$ cat src/sv/hhpc_pkg.sv
`timescale 1ns / 1ps

package hhpc_pkg;

    // configuration register map
    localparam int CFG_ADDR_W = 1;

    typedef logic [CFG_ADDR_W-1:0] cfg_addr_t;

    localparam cfg_addr_t REG_CLIP_LINE = 1'd0;
    localparam cfg_addr_t REG_KEEP_SIDE = 1'd1;

    // keep_side codes
    localparam logic SIDE_ABOVE = 1'b0;
    localparam logic SIDE_BELOW = 1'b1;

endpackage

$ cat src/sv/horizontal_halfplane_polygon_clip.sv
`timescale 1ns / 1ps

// Clips one polygon contour against the horizontal line y = clip_line and
// keeps the part above (keep_side 0) or below (keep_side 1) it.
// Input channel s_*: one vertex per item; tuser = prime loads the vertex as
// the closing (previous) vertex and gives no result. Every other vertex
// closes an edge and gives zero, one or two result items on m_*, the last
// of them marked by m_tlast.
// Configuration: cfg_we/cfg_addr/cfg_wdata, written while the block idles.
// Timing: s_tready is high only while no item is in work. An item without
// a crossing passes from the evaluate state to the emit state and then into
// the output register. An item that needs a crossing runs a bit-serial
// shift-add multiply and a restoring divide, one bit per cycle each, before
// its first result. A prime item or one without results frees the input
// straight from the evaluate state.
// The next item is taken as soon as the last result of the current one
// sits in the output register, even while m_tready is low; a stalled
// receiver holds the second result of an edge inside the block.
// Reset clears the previous vertex to (0,0), clip_line and keep_side to 0
// and empties the output register.
module horizontal_halfplane_polygon_clip #(
    parameter int COORD_WIDTH = 32,
    localparam int TDATA_W = ((2 * COORD_WIDTH + 7) / 8) * 8
) (
    input  logic                         clk,
    input  logic                         rst_n,
    input  logic                         cfg_we,
    input  hhpc_pkg::cfg_addr_t          cfg_addr,
    input  logic [COORD_WIDTH-1:0]       cfg_wdata,
    input  logic                         s_tvalid,
    output logic                         s_tready,
    input  logic [TDATA_W-1:0]           s_tdata,   // vertex_x, vertex_y
    input  logic                         s_tuser,   // prime
    output logic                         m_tvalid,
    input  logic                         m_tready,
    output logic [TDATA_W-1:0]           m_tdata,   // out_x, out_y
    output logic                         m_tlast    // last_in_run
);

    import hhpc_pkg::*;

    localparam int W     = COORD_WIDTH;
    localparam int WE    = COORD_WIDTH + 1;
    localparam int CNT_W = $clog2(WE + 1);

    localparam logic [2:0] ST_IDLE = 3'd0;
    localparam logic [2:0] ST_EVAL = 3'd1;
    localparam logic [2:0] ST_DIFF = 3'd2;
    localparam logic [2:0] ST_MAG  = 3'd3;
    localparam logic [2:0] ST_MUL  = 3'd4;
    localparam logic [2:0] ST_DIV  = 3'd5;
    localparam logic [2:0] ST_FIN  = 3'd6;
    localparam logic [2:0] ST_EMIT = 3'd7;

    logic [2:0]             state_reg, state_next;
    logic signed [W-1:0]    clip_line_reg, clip_line_next;
    logic                   keep_side_reg, keep_side_next;
    logic signed [W-1:0]    prev_x_reg, prev_x_next;
    logic signed [W-1:0]    prev_y_reg, prev_y_next;
    logic                   out_valid_reg, out_valid_next;
    logic                   emit_idx_reg, emit_idx_next;
    logic [CNT_W-1:0]       cnt_reg, cnt_next;

    logic signed [W-1:0]    cur_x_reg, cur_x_next;
    logic signed [W-1:0]    cur_y_reg, cur_y_next;
    logic                   prime_reg, prime_next;
    logic signed [W-1:0]    x0_reg, x0_next;
    logic signed [W-1:0]    y0_reg, y0_next;
    logic signed [W-1:0]    x1_reg, x1_next;
    logic signed [W-1:0]    y1_reg, y1_next;
    logic signed [WE-1:0]   dl_reg, dl_next;
    logic signed [WE-1:0]   dx_reg, dx_next;
    logic signed [WE-1:0]   dy_reg, dy_next;
    logic [WE-1:0]          ma_reg, ma_next;
    logic [WE-1:0]          den_reg, den_next;
    logic [2*WE-1:0]        acc_reg, acc_next;
    logic                   neg_reg, neg_next;
    logic                   den_zero_reg, den_zero_next;
    logic                   cross_cur_reg, cross_cur_next;
    logic                   pend_two_reg, pend_two_next;
    logic signed [W-1:0]    p0_x_reg, p0_x_next;
    logic signed [W-1:0]    p0_y_reg, p0_y_next;
    logic signed [W-1:0]    p1_x_reg, p1_x_next;
    logic signed [W-1:0]    p1_y_reg, p1_y_next;
    logic signed [W-1:0]    out_x_reg, out_x_next;
    logic signed [W-1:0]    out_y_reg, out_y_next;
    logic                   out_last_reg, out_last_next;

    logic                   cur_on;
    logic                   prev_on;
    logic                   prev_strict;
    logic                   cur_above;
    logic [WE:0]            mul_sum;
    logic [WE:0]            div_trial;
    logic                   div_ge;
    logic [WE:0]            div_diff;
    logic [WE-1:0]          div_rem;
    logic signed [W-1:0]    cross_x;
    logic                   load_ok;
    logic                   step_done;

    assign s_tready = (state_reg == ST_IDLE);
    assign m_tvalid = out_valid_reg;
    assign m_tdata  = TDATA_W'({out_y_reg, out_x_reg});
    assign m_tlast  = out_last_reg;

    // side tests against the clip line
    always_comb
    begin
        if (keep_side_reg == SIDE_BELOW)
        begin
            cur_on      = (cur_y_reg <= clip_line_reg);
            prev_on     = (prev_y_reg <= clip_line_reg);
            prev_strict = (prev_y_reg < clip_line_reg);
        end
        else
        begin
            cur_on      = (cur_y_reg >= clip_line_reg);
            prev_on     = (prev_y_reg >= clip_line_reg);
            prev_strict = (prev_y_reg > clip_line_reg);
        end
        cur_above = (cur_y_reg > prev_y_reg);
    end

    // one bit of multiply and one bit of divide per cycle
    always_comb
    begin
        mul_sum   = {1'b0, acc_reg[2*WE-1:WE]} + (acc_reg[0] ? {1'b0, ma_reg} : '0);
        div_trial = {acc_reg[2*WE-1:WE], acc_reg[WE-1]};
        div_diff  = div_trial - {1'b0, den_reg};
        div_ge    = (div_trial >= {1'b0, den_reg});
        div_rem   = div_ge ? div_diff[WE-1:0] : div_trial[WE-1:0];
        if (den_zero_reg)
            cross_x = x1_reg;
        else if (neg_reg)
            cross_x = x1_reg - $signed(acc_reg[W-1:0]);
        else
            cross_x = x1_reg + $signed(acc_reg[W-1:0]);
    end

    assign load_ok   = !out_valid_reg || m_tready;
    assign step_done = (cnt_reg == CNT_W'(WE - 1));

    always_comb
    begin
        state_next     = state_reg;
        clip_line_next = clip_line_reg;
        keep_side_next = keep_side_reg;
        prev_x_next    = prev_x_reg;
        prev_y_next    = prev_y_reg;
        out_valid_next = out_valid_reg;
        emit_idx_next  = emit_idx_reg;
        cnt_next       = cnt_reg;
        cur_x_next     = cur_x_reg;
        cur_y_next     = cur_y_reg;
        prime_next     = prime_reg;
        x0_next        = x0_reg;
        y0_next        = y0_reg;
        x1_next        = x1_reg;
        y1_next        = y1_reg;
        dl_next        = dl_reg;
        dx_next        = dx_reg;
        dy_next        = dy_reg;
        ma_next        = ma_reg;
        den_next       = den_reg;
        acc_next       = acc_reg;
        neg_next       = neg_reg;
        den_zero_next  = den_zero_reg;
        cross_cur_next = cross_cur_reg;
        pend_two_next  = pend_two_reg;
        p0_x_next      = p0_x_reg;
        p0_y_next      = p0_y_reg;
        p1_x_next      = p1_x_reg;
        p1_y_next      = p1_y_reg;
        out_x_next     = out_x_reg;
        out_y_next     = out_y_reg;
        out_last_next  = out_last_reg;

        if (cfg_we)
        begin
            if (cfg_addr == REG_CLIP_LINE)
                clip_line_next = $signed(cfg_wdata);
            else if (cfg_addr == REG_KEEP_SIDE)
                keep_side_next = cfg_wdata[0];
        end

        if (out_valid_reg && m_tready)
            out_valid_next = 1'b0;

        unique case (state_reg)
            ST_IDLE:
            begin
                if (s_tvalid)
                begin
                    cur_x_next = $signed(s_tdata[W-1:0]);
                    cur_y_next = $signed(s_tdata[2*W-1:W]);
                    prime_next = s_tuser;
                    state_next = ST_EVAL;
                end
            end
            ST_EVAL:
            begin
                // x1/y1 is the edge end of greater y, the previous one on a tie
                x1_next     = cur_above ? cur_x_reg : prev_x_reg;
                y1_next     = cur_above ? cur_y_reg : prev_y_reg;
                x0_next     = cur_above ? prev_x_reg : cur_x_reg;
                y0_next     = cur_above ? prev_y_reg : cur_y_reg;
                prev_x_next = cur_x_reg;
                prev_y_next = cur_y_reg;
                if (prime_reg)
                    state_next = ST_IDLE;
                else if (cur_on && prev_on)
                begin
                    p0_x_next     = cur_x_reg;
                    p0_y_next     = cur_y_reg;
                    pend_two_next = 1'b0;
                    emit_idx_next = 1'b0;
                    state_next    = ST_EMIT;
                end
                else if (cur_on || prev_strict)
                begin
                    cross_cur_next = cur_on;
                    state_next     = ST_DIFF;
                end
                else
                    state_next = ST_IDLE;
            end
            ST_DIFF:
            begin
                dl_next    = WE'(clip_line_reg) - WE'(y1_reg);
                dx_next    = WE'(x0_reg) - WE'(x1_reg);
                dy_next    = WE'(y0_reg) - WE'(y1_reg);
                state_next = ST_MAG;
            end
            ST_MAG:
            begin
                ma_next       = dl_reg[WE-1] ? WE'(-dl_reg) : dl_reg;
                den_next      = dy_reg[WE-1] ? WE'(-dy_reg) : dy_reg;
                acc_next      = {{WE{1'b0}}, (dx_reg[WE-1] ? WE'(-dx_reg) : dx_reg)};
                neg_next      = dl_reg[WE-1] ^ dx_reg[WE-1] ^ dy_reg[WE-1];
                den_zero_next = (dy_reg == '0);
                cnt_next      = '0;
                state_next    = ST_MUL;
            end
            ST_MUL:
            begin
                // multiplier bits shift out at the bottom, product builds at the top
                acc_next = {mul_sum, acc_reg[WE-1:1]};
                cnt_next = cnt_reg + 1'b1;
                if (step_done)
                begin
                    cnt_next   = '0;
                    state_next = ST_DIV;
                end
            end
            ST_DIV:
            begin
                // remainder on top, dividend bits leave as quotient bits enter
                acc_next = {div_rem, acc_reg[WE-2:0], div_ge};
                cnt_next = cnt_reg + 1'b1;
                if (step_done)
                begin
                    cnt_next   = '0;
                    state_next = ST_FIN;
                end
            end
            ST_FIN:
            begin
                p0_x_next     = cross_x;
                p0_y_next     = clip_line_reg;
                p1_x_next     = cur_x_reg;
                p1_y_next     = cur_y_reg;
                pend_two_next = cross_cur_reg
                                && !(cross_x == cur_x_reg && clip_line_reg == cur_y_reg);
                emit_idx_next = 1'b0;
                state_next    = ST_EMIT;
            end
            ST_EMIT:
            begin
                if (load_ok)
                begin
                    out_valid_next = 1'b1;
                    if (!emit_idx_reg)
                    begin
                        out_x_next    = p0_x_reg;
                        out_y_next    = p0_y_reg;
                        out_last_next = !pend_two_reg;
                        if (pend_two_reg)
                            emit_idx_next = 1'b1;
                        else
                            state_next = ST_IDLE;
                    end
                    else
                    begin
                        out_x_next    = p1_x_reg;
                        out_y_next    = p1_y_reg;
                        out_last_next = 1'b1;
                        emit_idx_next = 1'b0;
                        state_next    = ST_IDLE;
                    end
                end
            end
            default:
            begin
                state_next = ST_IDLE;
            end
        endcase
    end

    always_ff @(posedge clk or negedge rst_n)
    begin
        if (!rst_n)
        begin
            state_reg     <= ST_IDLE;
            clip_line_reg <= '0;
            keep_side_reg <= SIDE_ABOVE;
            prev_x_reg    <= '0;
            prev_y_reg    <= '0;
            out_valid_reg <= 1'b0;
            emit_idx_reg  <= 1'b0;
            cnt_reg       <= '0;
        end
        else
        begin
            state_reg     <= state_next;
            clip_line_reg <= clip_line_next;
            keep_side_reg <= keep_side_next;
            prev_x_reg    <= prev_x_next;
            prev_y_reg    <= prev_y_next;
            out_valid_reg <= out_valid_next;
            emit_idx_reg  <= emit_idx_next;
            cnt_reg       <= cnt_next;
        end
    end

    always_ff @(posedge clk)
    begin
        cur_x_reg     <= cur_x_next;
        cur_y_reg     <= cur_y_next;
        prime_reg     <= prime_next;
        x0_reg        <= x0_next;
        y0_reg        <= y0_next;
        x1_reg        <= x1_next;
        y1_reg        <= y1_next;
        dl_reg        <= dl_next;
        dx_reg        <= dx_next;
        dy_reg        <= dy_next;
        ma_reg        <= ma_next;
        den_reg       <= den_next;
        acc_reg       <= acc_next;
        neg_reg       <= neg_next;
        den_zero_reg  <= den_zero_next;
        cross_cur_reg <= cross_cur_next;
        pend_two_reg  <= pend_two_next;
        p0_x_reg      <= p0_x_next;
        p0_y_reg      <= p0_y_next;
        p1_x_reg      <= p1_x_next;
        p1_y_reg      <= p1_y_next;
        out_x_reg     <= out_x_next;
        out_y_reg     <= out_y_next;
        out_last_reg  <= out_last_next;
    end

endmodule

$ cat config.mk
export PLATFORM = sky130hd
export DESIGN_NAME = horizontal_halfplane_polygon_clip
export DESIGN_NICKNAME = d
export VERILOG_FILES = /design/src/sv/hhpc_pkg.sv /design/src/sv/horizontal_halfplane_polygon_clip.sv
export SDC_FILE = /design/constraint.sdc
export NUM_CORES = 2
export LEC_CHECK = 0
export BUFFER_PORTS_ARGS = -buffer_cell sky130_fd_sc_hd__buf_2
export CAP_MARGIN = 40
export CORE_MARGIN = 2
export CORE_UTILIZATION = 30
export CTS_BUF_LIST = sky130_fd_sc_hd__clkbuf_8
export CTS_CLUSTER_DIAMETER = 100
export DETAILED_ROUTE_END_ITERATION = 10
export GPL_ROUTABILITY_DRIVEN = 0
export PLACE_DENSITY = 0.45
export SYNTH_ARGS = -nofsm -noshare
export SYNTH_HDL_FRONTEND = slang
export SYNTH_SLANG_ARGS = --single-unit
$ cat constraint.sdc
create_clock -name clk -period 7.45 [get_ports clk]
set_input_delay 1.49 -clock clk [delete_from_list [all_inputs] [get_ports clk]]
set_output_delay 1.49 -clock clk [all_outputs]
set_load 0.01 [all_outputs]
======== Word level (Yosys, flattened, before mapping) ========
Index checks and enable logic that the tools add are counted.
word-level totals
  bits in registers ....................... 729
  output and inout bits ................... 67
  input bits .............................. 103
  logic and storage cells ................. 144
cells by class
  equality and inequality tests ........... 17
  $lt $le $gt $ge ......................... 8
  $add $sub $neg .......................... 11
  bitwise operators ....................... 5
  reductions and logical operators ........ 24
  muxes and demuxes ....................... 45
operators by type and width
  operator              count
  $mux W32              14
  $pmux W66 S3          1
  $pmux W32 S2          2
  $mux W33              3
  $neg A33 Y33          3
  $sub A32 B32 Y33      3
  $eq A32 B32 Y1        2
  $ge A32 B32 Y1        2
  $gt A32 B32 Y1        2
  $le A32 B32 Y1        2
  $add A33 B33 Y34      1
  $ge A34 B33 Y1        1
  $logic_not A33 Y1     1
  $sub A33 B33 Y33      1
  $add A32 B32 Y32      1
  $lt A32 B32 Y1        1
  $sub A32 B32 Y32      1
  $mux W3               8
  $pmux W3 S8           1
  $eq A3 B3 Y1 const B  4
  $ne A2 B2 Y1 const B  6
  $pmux W6 S2           1
  $mux W1               11
  $reduce_and A2 Y1     4
  other kinds (21)      34

======== Longest topological paths before layout ========
  word-level depth ........................ 8
  mapped depth ............................ 24
  gate-level depth less buffers ........... 22

======== Worst setup path before layout ========
No wires, ideal clock.
  path kind ............................... flip-flop to flip-flop
  from .................................... register clip_line_reg[17]
  to ...................................... register p0_x_reg[0] (enable)
  setup slack ............................. -0.296 ns
  cell stages (with the launch flop) ...... 14
  data arrival time ....................... 7.169 ns
  period minus slack after synthesis ...... 7.746 ns
  cell sequence ........................... dfrtp_1 > inv_1 > ha_1 > a21o_1 > a21o_1 > a21oi_1 > nor2b_1 > o21ai_1 > a21oi_1 > or4bb_1 > mux2_2 > and2_1 > a211o_1 > o21ai_0
between the ends
  cells in the longest elaborated chain, start to end .. 5
  elaborated cells between the ends (all ways) .. 9
ends and longest elaborated chain
  element                                       line                                      source
  start, declared                               horizontal_halfplane_polygon_clip.sv:56   logic signed [W-1:0] clip_line_reg, clip_line_next;
  start signal, assigned                        horizontal_halfplane_polygon_clip.sv:326  clip_line_reg <= clip_line_next;
  $ge A32 B32 Y1, or another cell as far along  horizontal_halfplane_polygon_clip.sv:118  cur_on = (cur_y_reg >= clip_line_reg);
  $mux W1                                       horizontal_halfplane_polygon_clip.sv:110  if (keep_side_reg == SIDE_BELOW)
  $logic_and A1 B1 Y1 (*)                       horizontal_halfplane_polygon_clip.sv:212  else if (cur_on && prev_on)
  $ne A2 B2 Y1 (no source line) (*)             --
  $reduce_and A3 Y1 (no source line) (*)        --
  end signal, assigned                          horizontal_halfplane_polygon_clip.sv:355  p0_x_reg <= p0_x_next;
  end, declared                                 horizontal_halfplane_polygon_clip.sv:81   logic signed [W-1:0] p0_x_reg, p0_x_next;
Mark *: on every way between the ends. The rest lies on a longest branch, timed or not.
A chain may end at the register's enable or synchronous reset.

======== Worst setup path after layout ========
  from .................................... register acc_reg[1]
  to ...................................... register pend_two_reg, data pin
between the ends
  cells in the longest elaborated chain, start to end .. 8
  elaborated cells between the ends (all ways) .. 9
ends and longest elaborated chain
  element                                               line                                                                                source
  start, declared                                       horizontal_halfplane_polygon_clip.sv:76                                             logic [2*WE-1:0] acc_reg, acc_next;
  start signal, assigned                                horizontal_halfplane_polygon_clip.sv:350                                            acc_reg <= acc_next;
  $add A32 B32 Y32 or $sub A32 B32 Y32 (tied branches)  horizontal_halfplane_polygon_clip.sv:138, horizontal_halfplane_polygon_clip.sv:136
  $mux W32 (*)                                          horizontal_halfplane_polygon_clip.sv:135                                            else if (neg_reg)
  $mux W32 (*)                                          horizontal_halfplane_polygon_clip.sv:133                                            if (den_zero_reg)
  $eq A32 B32 Y1 (*)                                    horizontal_halfplane_polygon_clip.sv:274                                            && !(cross_x == cur_x_reg && clip_line_reg == cur_y_reg);
  $logic_and A1 B1 Y1 (*)                               horizontal_halfplane_polygon_clip.sv:274
  $logic_not A1 Y1 (*)                                  horizontal_halfplane_polygon_clip.sv:274
  $logic_and A1 B1 Y1 (*)                               horizontal_halfplane_polygon_clip.sv:274
  $pmux W1 S2 (*)                                       horizontal_halfplane_polygon_clip.sv:190                                            unique case (state_reg)
  end signal, assigned                                  horizontal_halfplane_polygon_clip.sv:354                                            pend_two_reg <= pend_two_next;
  end, declared                                         horizontal_halfplane_polygon_clip.sv:80                                             logic pend_two_reg, pend_two_next;
Marked as above.

==> impl_metrics.env <==
export IMPL_outcome="finished clean"
export IMPL_timing_max_slew_rel_slack=0.4190
export IMPL_number_of_standard_cell_rows_in_the_floorplan=140
export IMPL_cts_repair_resized=0
export IMPL_grt_pass1_vias=30325
export IMPL_critPathMaxStageDelay_ns=0.54
export IMPL_yosys_most_used_dff="edfxtp_1"
export IMPL_place_port_buffers=169
export IMPL_ios=170
export IMPL_timing_final_setup_violations=0
export IMPL_timing_clock_skew_ns=0.02985
export IMPL_root_buffer="clkbuf_8"
export IMPL_htree_levels=4
export IMPL_hpwl_um=94810
export IMPL_grt_first_pass_wirelength_um=190800
export IMPL_cts_hold_buffers=0
export IMPL_drt_antenna_violating_nets=0
export IMPL_worst_path_required_time_ns=8.05
export IMPL_power_switching_w=0.002033
export IMPL_dr_total_vias=31038
export IMPL_antenna_found_initial=3
export IMPL_synth_enable_flop_cells=621
export IMPL_power_frac_seq=0.515
export IMPL_crit_path_category="flip-flop to flip-flop"
export IMPL_timing_critical_path_from_type="flip-flop"
export IMPL_yosys_area_top_type_share=0.4263
export IMPL_postSynthRegisterBits=729
export IMPL_synth_top_cells_by_area="edfxtp_1 43%, ha_1 8.5%, dfrtp_1 6.2%, mux2_2 4.7%, xnor2_1 4.7%"
export IMPL_timing_critical_path_mode_cell="nand2_1"
export IMPL_clk_lat_worst_skew_ns=0.86
export IMPL_crit_buf_inv=1
export IMPL_syn_area_um2=43750
export IMPL_critical_path_max_fanout=9
export IMPL_tritoncts_num_buffers=132
export IMPL_layout_filler_cells=14533
export IMPL_synth_avg_cell_area_um2=10.90
export IMPL_synth_warning_count=0
export IMPL_dieHeight_um=385.9
export IMPL_final_hold_viol_count=0
export IMPL_drtIter0Drc=2268
export IMPL_max_clock_path_buffers=3
export IMPL_pwr_share_comb=0.041
export IMPL_syn_num_nets=4417
export IMPL_drive_gt1_frac=0.1472
export IMPL_clock_tree_from_tritoncts="done"
export IMPL_drt_pre_antenna_iters=7
export IMPL_leakagePower_nw=19.91
export IMPL_netlist_top_cells_count="621 x edfxtp_1, 378 x nand2_1, 296 x ha_1"
export IMPL_yosys_cell_count_top_type="edfxtp_1"
export IMPL_setup_worst_path_start="acc_reg[1]"
export IMPL_clk_pin_slew_ns=0.06
export IMPL_cp_cell_sequence="inv_1 > ha_1 > nand2b_1 > or4_1 > nor4_1 > and3b_1 > nand2_1 > nor2_1 > a21oi_1 > xnor2_1 > ha_1 > o21ai_0 > nor2_1 > or4b_1 > nand2_1 > nand2_1 > a211o_1 > a31oi_1 > o32ai_1 > nor4b_1 > and4b_1 > a21oi_1"
export IMPL_routed_wl_um=126300
export IMPL_grt_setup_unrepaired="false"
export IMPL_critPathTopFamily="simple AND/OR/NAND/NOR gates"
export IMPL_area_of_the_core_region_um2=145200
export IMPL_r2r_start="acc_reg[1]"
export IMPL_dieArea_um2=148900
export IMPL_residual_overflow_from_global_routing=0
export IMPL_floorplan_die_width_um=385.9
export IMPL_largest_register_ffs=66
export IMPL_worstSetupEndpointType="flip-flop"
export IMPL_final_net_count=4616
export IMPL_area_delta_synth_final_pct=13.34
export IMPL_final_util=0.3414
export IMPL_synth_distinct_cells=104
export IMPL_pwr_density_cell_nw_per_um2=173.9
export IMPL_p_clk_frac=0.444
export IMPL_routed_via_density=4.976
export IMPL_cp_slowest_cell="nor4_1"
export IMPL_max_freq_ghz=0.1704
export IMPL_ys_async_sr_fraction=0.1481
export IMPL_tritoncts_num_sinks=729
export IMPL_post_cts_repair_setup_buffers=0
export IMPL_grt_max_degree=108
export IMPL_tightestPinTransition_ns=0.8714
export IMPL_worst_endpoint_arrival_ns=6.46
export IMPL_worstHoldStart="dl_reg[0]"
export IMPL_timing_final_max_slew_violations=0
export IMPL_synthesized_instance_count=4012
export IMPL_drc=0
export IMPL_share_of_the_cycle_needed_by_the_critical_path_after_routing=0.7877
export IMPL_track_usage=0.1696
export IMPL_swShare=0.2358
export IMPL_setup_total_negative_slack_ns=0
export IMPL_synth_largest_area_cell="edfxtp_1"
export IMPL_min_path_type="flip-flop to flip-flop"
export IMPL_cap_violations=0
export IMPL_initial_core_util=0.3012
export IMPL_min_tclk_post_route_ns=5.868
export IMPL_synth_sequential_area_ratio=0.4881
export IMPL_wire_length_per_cell_um=20.25
export IMPL_internal_power_w=0.006589
export IMPL_irDropWorstVdd_uv=164.8
[metrics by stage]
step                setup WS (ns)  area (um2)  hold WS [ns]  total power [W]  std cells
floorplan                   1.461       43750        0.4244         0.004719       4012
global placement            1.653       46760        0.4559         0.004872       5986
detailed placement          1.658       46930        0.4728         0.004875       5994
CTS                         1.628       49580        0.4714         0.008778       6237
global route                1.058       49580        0.4809         0.008982       6238
finish                      1.582       49580        0.4659         0.008623       6238
[area by class of cell]
type                            count  area (um2)  share of cell area
Timing Repair Buffer              204        1250             0.02521
Antenna cell                        1       2.502          0.00005047
Tap cell                         1917        2399             0.04838
Clock inverter                     96       625.6             0.01262
Sequential cell                   729       21360              0.4307
Inverter                          237       899.6             0.01814
Clock buffer                      147        2023             0.04081
Multi-Input combinational cell   2907       21030              0.4241
[cells in the final DEF, fill, tap and decap left out, drive strengths merged, types with 62 or more instances in the layout]
cell,synthesis,final
edfxtp,621,621
mux2i,76,76
nand2,379,379
xnor2,234,234
o21ai,278,278
dfrtp,108,108
a21oi,229,229
nor3,62,62
mux2,200,200
nor2,205,205
clkbuf,97,147
ha,296,296
xor2,74,74
buf,42,204
inv,237,285
a21o,115,115
[power groups by stage]
stage                     Sequential, W  Combinational [W]  Clock (W)
after global placement          0.00452           0.000352          0
after floorplan                 0.00451           0.000211          0
final                           0.00444           0.000356    0.00383
after detailed placement        0.00452           0.000355          0
after CTS                       0.00444           0.000358    0.00398
after global routing            0.00444           0.000404    0.00414
[path summary, 6_finish.rpt]
kind                             endpoint  slack [ns]  depth (start not counted)
setup / recovery             pend_two_reg        1.58                         22
hold / removal                  ma_reg[0]        0.47                          0
setup reg to reg             pend_two_reg        1.58                         22
hold reg to reg                 ma_reg[0]        0.47                          0
max in group asynchronous  prev_y_reg[24]        5.44                          2
min in group asynchronous  prev_y_reg[10]        0.70                          1
[worst register-to-register path: cells and delay by family, from the launching register on]
kind | cells | cell delay, ns
compound gates | 6 | 1.28
simple gates | 12 | 3.10
flops | 1 | 0.44
fa+ha+maj | 2 | 0.56
buf+inv | 1 | 0.08
xor+xnor | 1 | 0.15
[routing by layer]
layer  up-vias  GRT usage  part of all wire
met1     14889     0.2646              0.53
met4         0    0.05548             0.025
met3       161    0.02938             0.048
met2       728     0.2320              0.40
met5         -          0                 0
li1      15260          -                 -
[cells by family after synthesis]
group / count (synthesis) / share of synthesized area
multiplexers: 276 / 0.06887
XOR/XNOR: 311 / 0.06341
flip-flops: 729 / 0.4881
AND/OR/NAND/NOR: 1053 / 0.1181
adder cells (fa/ha/maj): 302 / 0.08741
buffers and inverters: 376 / 0.03315
AO/OA/AOI/OAI: 965 / 0.1410
Power figures use the tool's default switching activity.
